<file path="config.mk">
export PLATFORM = sky130hd
export DESIGN_NAME = atom_pair_clash_counter_top_flat
export DESIGN_NICKNAME = d
export VERILOG_FILES = /design/src/rtl/core/apcc_pkg.sv /design/src/rtl/core/apcc_if.sv /design/src/rtl/core/atom_pair_clash_counter_top.sv /design/src/flat_wrapper.sv
export VERILOG_INCLUDE_DIRS = /design/src /design/src/rtl/core
export SDC_FILE = /design/constraint.sdc
export NUM_CORES = 1
export LEC_CHECK = 0
export CELL_PAD_IN_SITES_DETAIL_PLACEMENT = 1
export CELL_PAD_IN_SITES_GLOBAL_PLACEMENT = 1
export CORE_ASPECT_RATIO = 0.8
export CORE_MARGIN = 1
export CORE_UTILIZATION = 30
export CTS_CLUSTER_DIAMETER = 60
export DETAILED_ROUTE_END_ITERATION = 7
export DONT_BUFFER_PORTS = 1
export PLACE_DENSITY = 0.62
export SLEW_MARGIN = 20
export SYNTH_ARGS = -nofsm -noshare
export SYNTH_HDL_FRONTEND = slang
export SYNTH_SLANG_ARGS = --single-unit
</file>
<file path="constraint.sdc">
create_clock -name clk -period 30.8 [get_ports clk]
set_clock_uncertainty 0.15 [all_clocks]
set_input_delay 1.54 -clock clk [delete_from_list [all_inputs] [get_ports clk]]
set_output_delay 1.54 -clock clk [all_outputs]
set_load 0.05 [all_outputs]
</file>
<file path="src/rtl/core/atom_pair_clash_counter_top_defines.svh">
// Assertion helpers shared by the clash counter RTL.
`ifndef ATOM_PAIR_CLASH_COUNTER_TOP_DEFINES_SVH
`define ATOM_PAIR_CLASH_COUNTER_TOP_DEFINES_SVH

// Same-cycle implication, disabled during reset.
`define APCC_ASSERT_IMP(label, clk, rst_n, ante, cons) \
    label: assert property (@(posedge clk) disable iff (!rst_n) (ante) |-> (cons)) \
        else $error("apcc assertion failed");

// Next-cycle implication, disabled during reset.
`define APCC_ASSERT_NEXT(label, clk, rst_n, ante, cons) \
    label: assert property (@(posedge clk) disable iff (!rst_n) (ante) |=> (cons)) \
        else $error("apcc assertion failed");

`endif

</file>
<file path="src/rtl/core/apcc_pkg.sv">
package apcc_pkg;

    localparam int DEF_COORD_WIDTH  = 20;
    localparam int DEF_RADIUS_WIDTH = 10;
    localparam int DEF_COUNT_WIDTH  = 32;

    localparam int CHAR_WIDTH        = 8;
    localparam int BOND_WIDTH        = 8;
    localparam int CLASH_TOTAL_WIDTH = 32;
    localparam int CFG_INDEX_WIDTH   = 2;

    // configuration register indexes
    localparam logic [CFG_INDEX_WIDTH-1:0] REG_CARBON   = 2'd0;
    localparam logic [CFG_INDEX_WIDTH-1:0] REG_OXYGEN   = 2'd1;
    localparam logic [CFG_INDEX_WIDTH-1:0] REG_NITROGEN = 2'd2;
    localparam logic [CFG_INDEX_WIDTH-1:0] REG_HYDROGEN = 2'd3;

    // element codes; a known code equals its radius row index
    localparam logic [2:0] ELEM_C       = 3'd0;
    localparam logic [2:0] ELEM_O       = 3'd1;
    localparam logic [2:0] ELEM_N       = 3'd2;
    localparam logic [2:0] ELEM_H       = 3'd3;
    localparam logic [2:0] ELEM_UNKNOWN = 3'd4;

    localparam logic [CHAR_WIDTH-1:0] CHAR_C = 8'h43;
    localparam logic [CHAR_WIDTH-1:0] CHAR_O = 8'h4F;
    localparam logic [CHAR_WIDTH-1:0] CHAR_N = 8'h4E;
    localparam logic [CHAR_WIDTH-1:0] CHAR_H = 8'h48;

    // pairs this close in the bond graph are never checked
    localparam logic [BOND_WIDTH-1:0] BOND_LIMIT = 8'd3;

    // reset limits, angstrom * 256 rounded
    localparam int LIMIT_CC = 768;
    localparam int LIMIT_CO = 691;
    localparam int LIMIT_CN = 717;
    localparam int LIMIT_CH = 563;
    localparam int LIMIT_OO = 691;
    localparam int LIMIT_ON = 666;
    localparam int LIMIT_OH = 563;
    localparam int LIMIT_NN = 666;
    localparam int LIMIT_NH = 563;
    localparam int LIMIT_HH = 486;

    function automatic logic [2:0] elem_code(input logic [CHAR_WIDTH-1:0] ch);
        logic [2:0] code;
        case (ch)
            CHAR_C:  code = ELEM_C;
            CHAR_O:  code = ELEM_O;
            CHAR_N:  code = ELEM_N;
            CHAR_H:  code = ELEM_H;
            default: code = ELEM_UNKNOWN;
        endcase
        return code;
    endfunction

endpackage

</file>
<file path="src/rtl/core/apcc_if.sv">
interface apcc_pair_if #(
    parameter int COORD_WIDTH = apcc_pkg::DEF_COORD_WIDTH
);
    logic                                    valid;
    logic                                    ready;
    logic        [apcc_pkg::CHAR_WIDTH-1:0]  first_element_char;
    logic        [apcc_pkg::CHAR_WIDTH-1:0]  second_element_char;
    logic signed [COORD_WIDTH-1:0]           first_x;
    logic signed [COORD_WIDTH-1:0]           first_y;
    logic signed [COORD_WIDTH-1:0]           first_z;
    logic signed [COORD_WIDTH-1:0]           second_x;
    logic signed [COORD_WIDTH-1:0]           second_y;
    logic signed [COORD_WIDTH-1:0]           second_z;
    logic        [apcc_pkg::BOND_WIDTH-1:0]  bond_separation;
    logic                                    start_of_structure;
    logic                                    last_pair;

    modport source (
        output valid, first_element_char, second_element_char,
               first_x, first_y, first_z, second_x, second_y, second_z,
               bond_separation, start_of_structure, last_pair,
        input  ready
    );

    modport sink (
        input  valid, first_element_char, second_element_char,
               first_x, first_y, first_z, second_x, second_y, second_z,
               bond_separation, start_of_structure, last_pair,
        output ready
    );
endinterface

interface apcc_result_if;
    logic                                       valid;
    logic                                       ready;
    logic                                       is_clash;
    logic [apcc_pkg::CLASH_TOTAL_WIDTH-1:0]     clash_total;
    logic                                       unknown_element;
    logic                                       final_result;

    modport source (
        output valid, is_clash, clash_total, unknown_element, final_result,
        input  ready
    );

    modport sink (
        input  valid, is_clash, clash_total, unknown_element, final_result,
        output ready
    );
endinterface

</file>
<file path="src/rtl/core/atom_pair_clash_counter_top.sv">
// Hard-sphere clash counter. One atom pair word enters per cycle while ready is high, and
// its result word leaves from the result register: the pair lands in an input register, and
// the distance check, limit lookup and running-count update sit in one stage ahead of the
// result register. Sustained rate is one pair per clock while results are accepted, set by
// that single stage, which also closes the count loop. Ready stays high while the input
// register is empty or the result register is free or being drained, so a waiting result
// stalls new pairs only once the input register holds a pair as well. Radius registers may
// be written only while no pair is in flight; index 0..3 selects the carbon, oxygen,
// nitrogen and hydrogen rows, with limits packed lowest field first.
`include "atom_pair_clash_counter_top_defines.svh"

module atom_pair_clash_counter_top #(
    parameter int COORD_WIDTH  = apcc_pkg::DEF_COORD_WIDTH,
    parameter int RADIUS_WIDTH = apcc_pkg::DEF_RADIUS_WIDTH,
    parameter int COUNT_WIDTH  = apcc_pkg::DEF_COUNT_WIDTH
) (
    input  logic                                    clk,
    input  logic                                    rst_n,
    input  logic                                    cfg_we,
    input  logic [apcc_pkg::CFG_INDEX_WIDTH-1:0]    cfg_index,
    input  logic [4*RADIUS_WIDTH-1:0]               cfg_data,
    apcc_pair_if.sink                               pairs,
    apcc_result_if.source                           results
);

    localparam int R      = RADIUS_WIDTH;
    localparam int MAG_W  = (COORD_WIDTH >= RADIUS_WIDTH) ? COORD_WIDTH + 1 : RADIUS_WIDTH + 1;
    localparam int SUM_W  = 2 * RADIUS_WIDTH + 2;
    localparam int TOT_W  = apcc_pkg::CLASH_TOTAL_WIDTH;

    localparam logic [4*R-1:0] CARBON_RESET = {R'(apcc_pkg::LIMIT_CH), R'(apcc_pkg::LIMIT_CN),
                                               R'(apcc_pkg::LIMIT_CO), R'(apcc_pkg::LIMIT_CC)};
    localparam logic [3*R-1:0] OXYGEN_RESET = {R'(apcc_pkg::LIMIT_OH), R'(apcc_pkg::LIMIT_ON),
                                               R'(apcc_pkg::LIMIT_OO)};
    localparam logic [2*R-1:0] NITROGEN_RESET = {R'(apcc_pkg::LIMIT_NH), R'(apcc_pkg::LIMIT_NN)};
    localparam logic [R-1:0]   HYDROGEN_RESET = R'(apcc_pkg::LIMIT_HH);
    localparam logic [COUNT_WIDTH-1:0] COUNT_MAX = {COUNT_WIDTH{1'b1}};

    // radius registers
    logic [4*R-1:0] carbon_reg;
    logic [3*R-1:0] oxygen_reg;
    logic [2*R-1:0] nitrogen_reg;
    logic [R-1:0]   hydrogen_reg;

    always_ff @(posedge clk or negedge rst_n)
    begin
        if (!rst_n)
        begin
            carbon_reg   <= CARBON_RESET;
            oxygen_reg   <= OXYGEN_RESET;
            nitrogen_reg <= NITROGEN_RESET;
            hydrogen_reg <= HYDROGEN_RESET;
        end
        else if (cfg_we)
        begin
            case (cfg_index)
                apcc_pkg::REG_CARBON:   carbon_reg   <= cfg_data;
                apcc_pkg::REG_OXYGEN:   oxygen_reg   <= cfg_data[3*R-1:0];
                apcc_pkg::REG_NITROGEN: nitrogen_reg <= cfg_data[2*R-1:0];
                apcc_pkg::REG_HYDROGEN: hydrogen_reg <= cfg_data[R-1:0];
                default: ;
            endcase
        end
    end

    // input register
    logic                                 s1_valid_reg;
    logic [apcc_pkg::CHAR_WIDTH-1:0]      s1_char_a_reg;
    logic [apcc_pkg::CHAR_WIDTH-1:0]      s1_char_b_reg;
    logic signed [COORD_WIDTH-1:0]        s1_first_reg [3];
    logic signed [COORD_WIDTH-1:0]        s1_second_reg [3];
    logic [apcc_pkg::BOND_WIDTH-1:0]      s1_bond_reg;
    logic                                 s1_start_reg;
    logic                                 s1_last_reg;

    // result register
    logic                      s2_valid_reg;
    logic                      s2_clash_reg;
    logic [TOT_W-1:0]          s2_total_reg;
    logic                      s2_unknown_reg;
    logic                      s2_final_reg;

    logic [COUNT_WIDTH-1:0]    count_reg;
    logic [COUNT_WIDTH-1:0]    count_next;

    logic s2_free;
    logic s1_adv;
    logic in_take;

    assign s2_free = !s2_valid_reg || results.ready;
    assign s1_adv  = s1_valid_reg && s2_free;
    assign in_take = pairs.valid && pairs.ready;
    assign pairs.ready = !s1_valid_reg || s2_free;

    always_ff @(posedge clk or negedge rst_n)
    begin
        if (!rst_n)
        begin
            s1_valid_reg <= 1'b0;
        end
        else if (pairs.ready)
        begin
            s1_valid_reg <= pairs.valid;
        end
    end

    always_ff @(posedge clk)
    begin
        if (in_take)
        begin
            s1_char_a_reg    <= pairs.first_element_char;
            s1_char_b_reg    <= pairs.second_element_char;
            s1_first_reg[0]  <= pairs.first_x;
            s1_first_reg[1]  <= pairs.first_y;
            s1_first_reg[2]  <= pairs.first_z;
            s1_second_reg[0] <= pairs.second_x;
            s1_second_reg[1] <= pairs.second_y;
            s1_second_reg[2] <= pairs.second_z;
            s1_bond_reg      <= pairs.bond_separation;
            s1_start_reg     <= pairs.start_of_structure;
            s1_last_reg      <= pairs.last_pair;
        end
    end

    // element lookup and limit selection
    logic [2:0]     code_a;
    logic [2:0]     code_b;
    logic           unknown_c;
    logic [1:0]     row_lo;
    logic [1:0]     row_hi;
    logic [1:0]     span;
    logic [4*R-1:0] row_bits;
    logic [R-1:0]   limit;

    always_comb
    begin
        code_a    = apcc_pkg::elem_code(s1_char_a_reg);
        code_b    = apcc_pkg::elem_code(s1_char_b_reg);
        unknown_c = (code_a == apcc_pkg::ELEM_UNKNOWN) || (code_b == apcc_pkg::ELEM_UNKNOWN);
        if (code_a[1:0] <= code_b[1:0])
        begin
            row_lo = code_a[1:0];
            row_hi = code_b[1:0];
        end
        else
        begin
            row_lo = code_b[1:0];
            row_hi = code_a[1:0];
        end
        span = row_hi - row_lo;
        case (row_lo)
            apcc_pkg::REG_CARBON:   row_bits = carbon_reg;
            apcc_pkg::REG_OXYGEN:   row_bits = {{R{1'b0}}, oxygen_reg};
            apcc_pkg::REG_NITROGEN: row_bits = {{(2*R){1'b0}}, nitrogen_reg};
            apcc_pkg::REG_HYDROGEN: row_bits = {{(3*R){1'b0}}, hydrogen_reg};
            default:                row_bits = carbon_reg;
        endcase
        limit = row_bits[span*R +: R];
    end

    // squared distance against squared limit
    logic signed [COORD_WIDTH:0] diff [3];
    logic [MAG_W-1:0]            mag [3];
    logic [2*R-1:0]              sq [3];
    logic                        far_c;
    logic [SUM_W-1:0]            dist_sq;
    logic [2*R-1:0]              limit_sq;
    logic                        clash_c;

    always_comb
    begin
        far_c = 1'b0;
        for (int i = 0; i < 3; i++)
        begin
            diff[i] = {s1_first_reg[i][COORD_WIDTH-1], s1_first_reg[i]}
                    - {s1_second_reg[i][COORD_WIDTH-1], s1_second_reg[i]};
            mag[i]  = MAG_W'(diff[i][COORD_WIDTH] ? $unsigned(-diff[i]) : $unsigned(diff[i]));
            far_c   = far_c || (|mag[i][MAG_W-1:R]);
            sq[i]   = mag[i][R-1:0] * mag[i][R-1:0];
        end
        dist_sq  = SUM_W'(sq[0]) + SUM_W'(sq[1]) + SUM_W'(sq[2]);
        limit_sq = limit * limit;
        clash_c  = !unknown_c && (s1_bond_reg > apcc_pkg::BOND_LIMIT) && !far_c
                && (dist_sq < SUM_W'(limit_sq));
    end

    // running count, cleared at a structure's first pair
    logic [COUNT_WIDTH-1:0]       count_base;
    logic [COUNT_WIDTH+TOT_W-1:0] count_wide;

    always_comb
    begin
        count_base = s1_start_reg ? '0 : count_reg;
        count_next = (clash_c && (count_base != COUNT_MAX)) ? count_base + 1'b1 : count_base;
        count_wide = {{TOT_W{1'b0}}, count_next};
    end

    always_ff @(posedge clk or negedge rst_n)
    begin
        if (!rst_n)
        begin
            count_reg    <= '0;
            s2_valid_reg <= 1'b0;
        end
        else
        begin
            if (s1_adv)
            begin
                count_reg <= count_next;
            end
            if (s2_free)
            begin
                s2_valid_reg <= s1_valid_reg;
            end
        end
    end

    always_ff @(posedge clk)
    begin
        if (s1_adv)
        begin
            s2_clash_reg   <= clash_c;
            s2_total_reg   <= count_wide[TOT_W-1:0];
            s2_unknown_reg <= unknown_c;
            s2_final_reg   <= s1_last_reg;
        end
    end

    assign results.valid           = s2_valid_reg;
    assign results.is_clash        = s2_clash_reg;
    assign results.clash_total     = s2_total_reg;
    assign results.unknown_element = s2_unknown_reg;
    assign results.final_result    = s2_final_reg;

    `APCC_ASSERT_IMP(a_unknown_never_clash, clk, rst_n,
                     s2_valid_reg && s2_unknown_reg, !s2_clash_reg)
    `APCC_ASSERT_IMP(a_near_bonds_no_clash, clk, rst_n,
                     s1_valid_reg && (s1_bond_reg <= apcc_pkg::BOND_LIMIT), !clash_c)
    `APCC_ASSERT_NEXT(a_count_holds_when_idle, clk, rst_n, !s1_adv, $stable(count_reg))

endmodule

</file>
<file path="src/flat_wrapper.sv">
// flat-port wrapper written by rule: the top's interface ports become plain ports
module atom_pair_clash_counter_top_flat 
#(
    parameter int COORD_WIDTH  = apcc_pkg::DEF_COORD_WIDTH,
    parameter int RADIUS_WIDTH = apcc_pkg::DEF_RADIUS_WIDTH,
    parameter int COUNT_WIDTH  = apcc_pkg::DEF_COUNT_WIDTH
)
  (clk, rst_n, cfg_we, cfg_index, cfg_data, pairs_valid, pairs_first_element_char, pairs_second_element_char, pairs_first_x, pairs_first_y, pairs_first_z, pairs_second_x, pairs_second_y, pairs_second_z, pairs_bond_separation, pairs_start_of_structure, pairs_last_pair, pairs_ready, results_valid, results_is_clash, results_clash_total, results_unknown_element, results_final_result, results_ready);
  apcc_pair_if #(.COORD_WIDTH(COORD_WIDTH)) pairs_i ();
  apcc_result_if results_i ();
  input  logic clk;
  input  logic rst_n;
  input  logic cfg_we;
  input  logic [apcc_pkg::CFG_INDEX_WIDTH-1:0] cfg_index;
  input  logic [4*RADIUS_WIDTH-1:0] cfg_data;
  input wire logic [$bits(pairs_i.valid)-1:0] pairs_valid;
  input wire logic [$bits(pairs_i.first_element_char)-1:0] pairs_first_element_char;
  input wire logic [$bits(pairs_i.second_element_char)-1:0] pairs_second_element_char;
  input wire logic [$bits(pairs_i.first_x)-1:0] pairs_first_x;
  input wire logic [$bits(pairs_i.first_y)-1:0] pairs_first_y;
  input wire logic [$bits(pairs_i.first_z)-1:0] pairs_first_z;
  input wire logic [$bits(pairs_i.second_x)-1:0] pairs_second_x;
  input wire logic [$bits(pairs_i.second_y)-1:0] pairs_second_y;
  input wire logic [$bits(pairs_i.second_z)-1:0] pairs_second_z;
  input wire logic [$bits(pairs_i.bond_separation)-1:0] pairs_bond_separation;
  input wire logic [$bits(pairs_i.start_of_structure)-1:0] pairs_start_of_structure;
  input wire logic [$bits(pairs_i.last_pair)-1:0] pairs_last_pair;
  output wire logic [$bits(pairs_i.ready)-1:0] pairs_ready;
  output wire logic [$bits(results_i.valid)-1:0] results_valid;
  output wire logic [$bits(results_i.is_clash)-1:0] results_is_clash;
  output wire logic [$bits(results_i.clash_total)-1:0] results_clash_total;
  output wire logic [$bits(results_i.unknown_element)-1:0] results_unknown_element;
  output wire logic [$bits(results_i.final_result)-1:0] results_final_result;
  input wire logic [$bits(results_i.ready)-1:0] results_ready;
  assign pairs_i.valid = pairs_valid;
  assign pairs_i.first_element_char = pairs_first_element_char;
  assign pairs_i.second_element_char = pairs_second_element_char;
  assign pairs_i.first_x = pairs_first_x;
  assign pairs_i.first_y = pairs_first_y;
  assign pairs_i.first_z = pairs_first_z;
  assign pairs_i.second_x = pairs_second_x;
  assign pairs_i.second_y = pairs_second_y;
  assign pairs_i.second_z = pairs_second_z;
  assign pairs_i.bond_separation = pairs_bond_separation;
  assign pairs_i.start_of_structure = pairs_start_of_structure;
  assign pairs_i.last_pair = pairs_last_pair;
  assign pairs_ready = pairs_i.ready;
  assign results_valid = results_i.valid;
  assign results_is_clash = results_i.is_clash;
  assign results_clash_total = results_i.clash_total;
  assign results_unknown_element = results_i.unknown_element;
  assign results_final_result = results_i.final_result;
  assign results_i.ready = results_ready;
  atom_pair_clash_counter_top #(.COORD_WIDTH(COORD_WIDTH), .RADIUS_WIDTH(RADIUS_WIDTH), .COUNT_WIDTH(COUNT_WIDTH)) u_core (.clk(clk), .rst_n(rst_n), .cfg_we(cfg_we), .cfg_index(cfg_index), .cfg_data(cfg_data), .pairs(pairs_i), .results(results_i));
endmodule
</file>
==> results of run 1 <==
[Yosys cell counts, types with 42 or more instances]
cell type and count:
inv_1 453, ha_1 272, nor2_1 252, fa_1 244, nand2_1 180, edfxtp_1 179
a21oi_1 142, mux2_2 106, xnor2_1 100, o21ai_0 92, dfrtp_1 83, clkbuf_1 76
nand3_1 68, a21o_1 54, xor2_1 52, dfstp_2 51, nor2b_1 46, or2_2 46
nand2b_1 42
[worst max-delay path: cells and delay by family, from the launching register on]
kind	cells	cell delay [ns]
AND/OR/NAND/NOR	12	2.70
AO/OA/AOI/OAI	20	5.58
XOR/XNOR	3	1.06
buffers and inverters	9	0.71
adder cells (fa/ha/maj)	15	6.34
flip-flops	1	0.36
[area by class of cell]
type	count	area, µm²
fillers	11200	65700
well taps	1312	1640
flip-flops and latches	313	8790
repair buffers	52	390
diodes	2	5.00
multi-input cells	2226	19300
clock inverters	28	380
clock buffers	54	1170
inverters	458	1720
[logic make-up (layout without fill, tap and decap cells)]
| family | Yosys count | count (layout) | share of synthesized area [%] |
|---|---|---|---|
| simple gates | 865 | 865 | 14.5 |
| compound gates | 550 | 550 | 12.2 |
| buf+inv | 545 | 592 | 6.84 |
| fa+ha+maj | 516 | 516 | 27.5 |
| flops | 313 | 313 | 29.2 |
| xor+xnor | 153 | 153 | 4.47 |
| mux | 142 | 142 | 5.28 |
| other cells | 0 | 2 | 0 |
[per-stage QoR]
step	util, %	instance area, µm²
5_1_grt	33.7	33400
3_5_place_dp	32.1	31800
2_1_floorplan	-	30100
4_1_cts	33.7	33400
3_3_place_gp	32.1	31800
6_report	33.7	33400
[per-layer routing]
metal  vias up  track usage (%)
li1      10600                -
met1     11200             23.8
met2       342             24.7
met3        86             2.19
met4         4             3.92
met5         -                0
[final timing paths]
check,cells after the start,startpoint,slack (ns),endpoint
setup / recovery,59,u_core.s1_first_reg[0][0],13.67,u_core.results.clash_total[9]
hold / removal,0,u_core.s1_last_reg,0.27,u_core.results.final_result
setup reg to reg,59,u_core.s1_first_reg[0][0],13.67,u_core.results.clash_total[9]
hold reg to reg,0,u_core.s1_last_reg,0.27,u_core.results.final_result
max in group asynchronous,0,rst_n,29.64,u_core.oxygen_reg[0]
min in group asynchronous,0,rst_n,0.50,u_core.nitrogen_reg[6]
==> summary.md, run 1 <==
| Metric | Value |
|---|---|
| Outcome | `complete, but fails checks` |
| Failing checks | `design-rule violations` |
| Critical path peak fanout | `21` |
| Final GP Congestion | `0.824` |
| FP Rows | `103` |
| Tot GR Track Use | `16.1%` |
| Share of layout cells above drive strength 1 | `11.8%` |
| Final Critical Period | `17.13 ns` |
| Worst path max stage delay | `0.83 ns` |
| DR vias/cell | `5.01` |
| Post-synth top flop | `edfxtp_1` |
| Peak Freq | `58.4 MHz` |
| Initial antenna violation count | `7` |
| Inst Count DP | `4,361` |
| Die Span Y | `285 µm` |
| Leading cell type in the layout, fill and taps excluded | `inv_1` |
| Fin nets | `3,804` |
| Smallest hold slack | `0.275 ns` |
| Largest net degree at the start of global routing | `135` |
| Clk slew on worst S/H paths | `0.06 ns` |
| 1st-iter DRT viols | `1,140` |
| FF+latch count, synth | `313` |
| Number of setup violations in the final report | `0` |
| Setup TNS | `0 ns` |
| Max layer used | `met5` |
| Crit start category | `flop` |
| WL final | `80,500 µm` |
| Area growth, synth to finish | `10.9%` |
| CTS tree | `built` |
| Seq/Total Area, Yosys | `29.2%` |
| Max Cap Viol | `0` |
| Critical Path RT | `31.08 ns` |
| Synth unique cells | `95` |
| Die width | `356 µm` |
| Fin. Hold Viols | `0` |
| Clock Path Buffers | `3` |
| Asr flop ratio synth | `42.8%` |
| Dominant cell type by area after synthesis | `edfxtp_1` |
| Share of the synthesized area in the top cell type | `17.8%` |
| Initial Utilization | `30.4%` |
| CP endpoint kind | `flop` |
| Worst-Margin Slew | `1.06 ns` |
| WL met1 | `40,400 µm` |
| Drt wl/cell | `18.1 µm` |
| EDFF count, synth | `179` |
| RSZ-0062 raised after global routing | `false` |
| H-tree Lvls | `2` |
| Root buffer cell | `clkbuf_16` |
| Vias post-DR | `22,300` |
| Crit path DAT | `17.41 ns` |
| Final WS setup | `13.67 ns` |
| Syn avg cell area | `9.77 µm²` |
| Met2 wire len | `34,900 µm` |
| Worst hold path class | `reg2reg` |
| Critical path class | `reg2reg` |
| Synth area leaders | `edfxtp_1, fa_1, ha_1` |
| Most frequent cell on the critical path | `fa_1` |
| Grt total ovfl | `0` |
| Most frequent cells in the layout | `inv_1, ha_1, nor2_1, fa_1, nand2_1` |
| Non-filler instance count after layout | `4,445` |
| Pre-CTS setup slack | `13.57 ns` |
| First-pass GRT wire length | `132,000 µm` |
| Syn nets | `3,793` |
| Mapped cell area | `30,100 µm²` |
| Slowest CP cell | `a211oi_1` |
| Die ar. | `102,000 µm²` |
| Io pins | `230` |
| DRC | `3` |
| YS warnings | `0` |
| Final slew viol count | `0` |
| DP HPWL | `64,600 µm` |
| WL met3 | `3240 µm` |
| Core area | `99,100 µm²` |
| CTS Buf Count | `44` |
| Fin crit share | `55.6%` |
| CTS Sinks | `313` |
| # resized after CTS | `0` |
| Hold-fix buffers, CTS | `0` |
| Max_slew headroom | `27.5%` |
| Setup Buffers After CTS | `0` |
| Buffers added on ports | `0` |
| Post-Syn Instances | `3,084` |
| Worst skew pair latency | `0.62 ns` |
| DRT Pass-1 Iters | `7` |
| Vias in the first global route | `23,700` |
| Final ANT Viol Nets | `0` |
Power of run 1 is not shown: default switching activity piles up to over one toggle a cycle in this logic, so the estimate is an artifact.
==> inputs of run 2 (changes only) <==
Settings changed: PLACE_DENSITY 0.62 to 0.64.
Clock period 30.8 ns to 14.7 ns, I/O delays scaled along.
==> run 2 against run 1 <==
Net effect: the flow still finishes with violations (design-rule violations); via count rose by 4.0%; global-route usage rose by 0.87 points; die area did not move; non-clock buffer count rose by 237; routed wire length rose by 7.7%; count of clock-buffer cells in the layout fell by 8; sequential cell count did not move; register-to-register slack got worse by 13 ns; maximum frequency rose by 20%; critical path depth fell by 1; setup slack got worse by 13 ns; core utilization rose by 2.4 points; largest cell class unchanged.
==> summary.md, run 2 (synthesized netlist as in run 1, its figures left out) <==
| Metric | Value |
|---|---|
| Outcome | `complete, but fails checks` |
| Failing checks | `design-rule violations` |
| Max_slew headroom | `32.8% (+5.3 points)` |
| Worst reg-to-reg setup slack | `0.45 ns (-13.22 ns)` |
| Crit path DAT | `14.51 ns (-2.90 ns)` |
| Core area | `99,100 µm² (unchanged)` |
| DP HPWL | `69,500 µm (+7.6%)` |
| Number of setup violations in the final report | `0 (unchanged)` |
| Max Cap Viol | `0 (unchanged)` |
| Final ANT Viol Nets | `0 (unchanged)` |
| Placed cell area | `33,500 µm² (+5.1%)` |
| Area growth, synth to finish | `18.8%` |
| GR Util met2 | `27.0% (+2.3 points)` |
| Die Span Y | `285 µm (unchanged)` |
| Drt wl/cell | `18.5 µm (+2.4%)` |
| Die ar. | `102,000 µm² (unchanged)` |
| Smallest hold slack | `0.102 ns (-0.172 ns)` |
| Grt total ovfl | `0 (unchanged)` |
| Most frequent cell on the critical path | `fa_1` |
| CTS Sinks | `313 (unchanged)` |
| CTS tree | `built` |
| WHS Endpoint | `u_core.s1_second_reg[0][3]` |
| Worst skew pair latency | `0.58 ns (-0.04 ns)` |
| Critical Path RT | `14.96 ns (-16.12 ns)` |
| Root buffer cell | `clkbuf_16` |
| First-pass GRT wire length | `137,000 µm (+3.9%)` |
| Critical path class | `reg2reg` |
| Fin crit share | `96.9% (+41 points)` |
| R2R Path End | `u_core.results.clash_total[9]` |
| Vias in the first global route | `24,600 (+3.7%)` |
| 1st-iter DRT viols | `1,020 (-11%)` |
| DRC | `4 (+1)` |
| Register area | `8790 µm² (unchanged)` |
| Worst hold path class | `in2reg` |
| CP endpoint kind | `flop` |
| Share of layout cells above drive strength 1 | `21.2% (+9.5 points)` |
| Met1 usage | `23.9% (+0.058 points)` |
| Worst-Margin Slew | `1.00 ns (-0.0605 ns)` |
| Fin nets | `4,037 (+6.1%)` |
| Largest net degree at the start of global routing | `135 (unchanged)` |
| Fin. Hold Viols | `0 (unchanged)` |
| CP startpoint | `u_core.s1_first_reg[0][20]` |
| H-tree Lvls | `2 (unchanged)` |
| Peak Freq | `70.2 MHz (+20%)` |
| Busiest grt layer | `met2` |
| Reg2Reg Depth | `58 (-1.7%)` |
| Tot GR Track Use | `17.0% (+0.87 points)` |
| Final slew viol count | `0 (unchanged)` |
| Critical path peak fanout | `8 (-62%)` |
| CTS Buf Count | `40 (-9.1%)` |
| Initial antenna violation count | `18 (+11)` |
| Clk slew on worst S/H paths | `0.06 ns (about the same)` |
| Leading cell type in the layout, fill and taps excluded | `inv_1` |
| Io pins | `230 (unchanged)` |
| Vias post-DR | `23,200 (+4.0%)` |
| Final-layout fill cell count | `11,200 (+0.36%)` |
| Clock Path Buffers | `3 (unchanged)` |
| DR vias/cell | `4.95 (-1.1%)` |
| Slowest CP cell | `or4_4` |
| Final Critical Period | `14.25 ns (-2.88 ns)` |
| Met3 usage | `3.19% (+1.0 points)` |
| Die width | `356 µm (unchanged)` |
| Final non-filler cell area | `35,800 µm² (+7.1%)` |
| Final GP Congestion | `0.843 (+2.4%)` |
| Most frequent cells in the layout | `inv_1, buf_4, ha_1, nor2_1, fa_1` |
| DRT Pass-1 Iters | `7 (unchanged)` |
| Initial Utilization | `30.4% (unchanged)` |
| WL final | `86,600 µm (+7.7%)` |
| Crit start category | `flop` |
| Buffers added on ports | `0 (unchanged)` |
| Worst r2r src | `u_core.s1_first_reg[0][20]` |
| Multi-input gate area | `20,000 µm² (+3.4%)` |
| Worst path max stage delay | `0.70 ns (-0.13 ns)` |
| Hold Startpoint | `pairs_second_x[3]` |
| Hold Path Cell Cnt | `0 (unchanged)` |
| FP Rows | `103 (unchanged)` |
==> run 2: cell types whose count changed in the layout (fill, tap and decap cells not counted), sizes merged <==
| cell | previous run | this run |
|---|---|---|
| buf | 52 | 287 |
| bufinv | 4 | 3 |
| clkbuf | 54 | 47 |
| clkinv | 12 | 13 |
| clkinvlp | 2 | 6 |
| diode | 2 | 3 |
| dlygate4sd3 | 0 | 1 |
| inv | 468 | 463 |
==> run 2: metrics by stage <==
stage / util [%] / setup WS [ns] / std cells / TNS, ns
2_1_floorplan: - / 0.772 / 3084 / 0
3_5_place_dp: 33.8 / -0.492 / 4570 / -20.24
3_3_place_gp: 33.8 / -0.281 / 4570 / -9.11
4_1_cts: 35.4 / -0.00473 / 4651 / -0.00473
5_1_grt: 36.1 / -0.143 / 4673 / -2.77
6_report: 36.1 / 0.453 / 4674 / 0
==> run 2: how the worst max path moves through the flow <==
stage	endpoint	slack [ns]	cells after the start
final	u_core.results.clash_total[9]	0.45	58
after global routing	u_core.results.clash_total[7]	-0.14	55
after CTS	u_core.count_reg[21]	-0.005	62
after detailed placement	u_core.results.clash_total[15]	-0.49	61
after global placement	u_core.count_reg[21]	-0.28	61
after floorplan	u_core.results.clash_total[26]	0.77	60
==> run 2: worst max-delay path: cells and delay by family, from the launching register on <==
| kind | cells | cell delay [ns] |
|---|---|---|
| adders and majority gates | 15 | 6.36 |
| and+or+nand+nor | 10 | 2.57 |
| AOI/OAI and AO/OA | 13 | 2.13 |
| buffers and inverters | 17 | 1.94 |
| xor gates and xnor gates | 3 | 0.47 |
| DFF | 1 | 0.39 |
==> run 2: timing repair <==
action / 4_1_cts / 5_1_grt
resized for setup: 38 / 132
buffers inserted: 6 / 19
pin swaps: 15 / 101
hold buffers: 2 / 0
setup endpoints to repair: 65 / 65
hold endpoints to repair: 134 / 0
gates cloned: 0 / 1
==> run 2: layer usage <==
layer,wire (µm),share of wire [%],vias to the layer above
met5,50,0.058,-
met1,41900,48,11600
met2,39400,45,384
met3,3690,4.3,84
met4,1550,1.8,8
li1,-,-,11100
==> run 2: final cells by class <==
cell class	count	area share (%)
Multi-Input combinational cell	2226	55.8
Clock inverter	27	0.748
Tap cell	1312	4.59
Timing Repair Buffer	289	6.50
Inverter	458	4.81
Clock buffer	46	2.95
Sequential cell	313	24.6
Antenna cell	3	0.0210
Power of run 2 is left out for the same reason.
==> inputs of run 3 (changes only) <==
Settings changed: PLACE_DENSITY 0.64 to 0.62.
Clock period 14.7 ns to 15.9 ns, I/O delays scaled along.
==> run 3 against run 2 <==
Net effect: the run still ends with design-rule violations left; first-iteration DRC count rose by 8.1%; critical endpoint is now u_core.results.clash_total[7]; hold slack got worse by 0.061 ns; core utilization fell by 1.7 points.
==> summary.md, run 3 (synthesized netlist as in run 1, its figures left out) <==
| Metric | Value |
|---|---|
| Die ar. | `102,000 µm² (unchanged)` |
| Peak Freq | `66.1 MHz (-5.9%)` |
| CP endpoint kind | `flop` |
| DP HPWL | `67,500 µm (-3.0%)` |
| Fin nets | `3,883 (-3.8%)` |
| Worst-Margin Slew | `0.996 ns (-0.00466 ns)` |
| Initial antenna violation count | `6 (-12)` |
| Final slew viol count | `0 (unchanged)` |
| Grt total ovfl | `0 (unchanged)` |
| Dominant delay contributor by cell family on the critical path | `adder cells` |
| Slowest CP cell | `or4_4` |
| CTS tree | `built` |
| WL final | `84,200 µm (-2.8%)` |
| Io pins | `230 (unchanged)` |
| Die width | `356 µm (unchanged)` |
| Most frequent cells in the layout | `inv_1, ha_1, nor2_1, fa_1` |
| Vias in the first global route | `24,000 (-2.5%)` |
| Buffers added on ports | `0 (unchanged)` |
| Vias post-DR | `22,600 (-2.5%)` |
| Critical path peak fanout | `15 (+7)` |
| 1st-iter DRT viols | `1,103 (+8.1%)` |
| Number of setup violations in the final report | `0 (unchanged)` |
| Fin crit share | `95.2% (-1.7 points)` |
| CTS Sinks | `313 (unchanged)` |
| Worst skew pair latency | `0.60 ns (+0.02 ns)` |
| Failing checks | `design-rule violations` |
| Largest net degree at the start of global routing | `135 (unchanged)` |
| Fin. Hold Viols | `0 (unchanged)` |
| Outcome | `complete, but fails checks` |
| H-tree Lvls | `2 (unchanged)` |
| Setup TNS | `0 ns (unchanged)` |
| DRT Pass-1 Iters | `8 (+1)` |
| Most frequent cell on the critical path | `fa_1` |
| Leading cell type in the layout, fill and taps excluded | `inv_1` |
| Critical path class | `reg2reg` |
| Clock Path Buffers | `3 (unchanged)` |
| DR vias/cell | `4.99 (+0.81%)` |
| Die Span Y | `285 µm (unchanged)` |
| First-pass GRT wire length | `135,000 µm (-1.7%)` |
| Root buffer cell | `clkbuf_16` |
| Critical Path RT | `16.22 ns (+1.26 ns)` |
| Clk slew on worst S/H paths | `0.06 ns (about the same)` |
| Final ANT Viol Nets | `0 (unchanged)` |
| Area growth, synth to finish | `13.1%` |
| Buf+Inv Stages, Crit Path | `13 (-4)` |
| FP Rows | `103 (unchanged)` |
| CTS Buf Count | `43 (+7.5%)` |
| Final GP Congestion | `0.862 (+2.2%)` |
| Share of layout cells above drive strength 1 | `14.2% (-7.0 points)` |
| Worst path max stage delay | `0.64 ns (-0.06 ns)` |
| Crit start category | `flop` |
| Drt wl/cell | `18.6 µm (+0.51%)` |
| Final Critical Period | `15.13 ns (+0.888 ns)` |
| Worst hold path class | `in2async` |
| Tot GR Track Use | `16.6% (-0.41 points)` |
| Max_slew headroom | `33.2% (+0.42 points)` |
| Crit path DAT | `15.45 ns (+0.94 ns)` |
| Core area | `99,100 µm² (unchanged)` |
| Max Cap Viol | `0 (unchanged)` |
| DRC | `1 (-3)` |
| Initial Utilization | `30.4% (unchanged)` |
==> run 3: cell count changes in the layout (fill, tap and decap cells not counted), sizes merged <==
| cell | change |
|---|---|
| clkbuf | +3 |
| dlygate4sd3 | -1 |
| clkinvlp | -5 |
| or4 | +1 |
| clkinv | +7 |
| inv | -2 |
| buf | -156 |
| bufinv | +3 |
| diode | -2 |
==> run 3: what timing repair did <==
item	CTS	global route
hold endpoints to repair	134	0
pin swaps	0	4
hold buffers	1	0
cloned	0	1
buffers inserted	0	1
resized for setup	1	20
endpoints found under the setup margin	14	65
==> run 3: routing by layer <==
| layer | wire [µm] | share of wire, % | up-vias | track usage (%) |
|---|---|---|---|---|
| li1 | - | - | 10800 | - |
| met1 | 41800 | 50 | 11400 | 23.9 |
| met2 | 37400 | 44 | 314 | 26.1 |
| met3 | 3750 | 4.4 | 76 | 2.72 |
| met4 | 1300 | 1.5 | 8 | 3.25 |
| met5 | 51 | 0.061 | - | 0 |
==> run 3: cell type report <==
| cell class | count | area (µm²) |
|---|---|---|
| Multi-Input combinational cell | 2227 | 19400 |
| Antenna cell | 1 | 2.50 |
| Timing Repair Buffer | 131 | 1020 |
| Sequential cell | 313 | 8790 |
| Clock inverter | 30 | 399 |
| Inverter | 458 | 1720 |
| Clock buffer | 50 | 1110 |
| Fill cell | 11200 | 65000 |
| Tap cell | 1312 | 1640 |
==> run 3: metrics by stage <==
step | setup WS [ns] | cell area [µm²] | hold WS [ns] | cells | utilization, %
after detailed placement | 0.00427 | 32400 | 0.274 | 4438 | 32.7
after global routing | -0.00265 | 34100 | 0.0604 | 4522 | 34.4
after global placement | 0.216 | 32400 | 0.254 | 4437 | 32.7
after floorplan | 1.97 | 30100 | 0.250 | 3084 | -
after CTS | 0.0379 | 34000 | 0.0452 | 4519 | 34.3
final | 0.765 | 34100 | 0.0412 | 4522 | 34.4
==> run 3: path summary, 6_finish.rpt <==
check                      depth (start not counted)                       endpoint  slack [ns]                 startpoint
max                                               60  u_core.results.clash_total[7]        0.77  u_core.s1_first_reg[0][0]
min                                                1            u_core.count_reg[7]        0.04                      rst_n
max reg2reg                                       60  u_core.results.clash_total[7]        0.77  u_core.s1_first_reg[0][0]
min reg2reg                                        0    u_core.results.final_result        0.28         u_core.s1_last_reg
max in group asynchronous                          1          u_core.carbon_reg[24]       14.97                      rst_n
min in group clk                                   0      u_core.s1_first_reg[0][5]        0.12           pairs_first_x[5]
Power of run 3 is left out for the same reason.
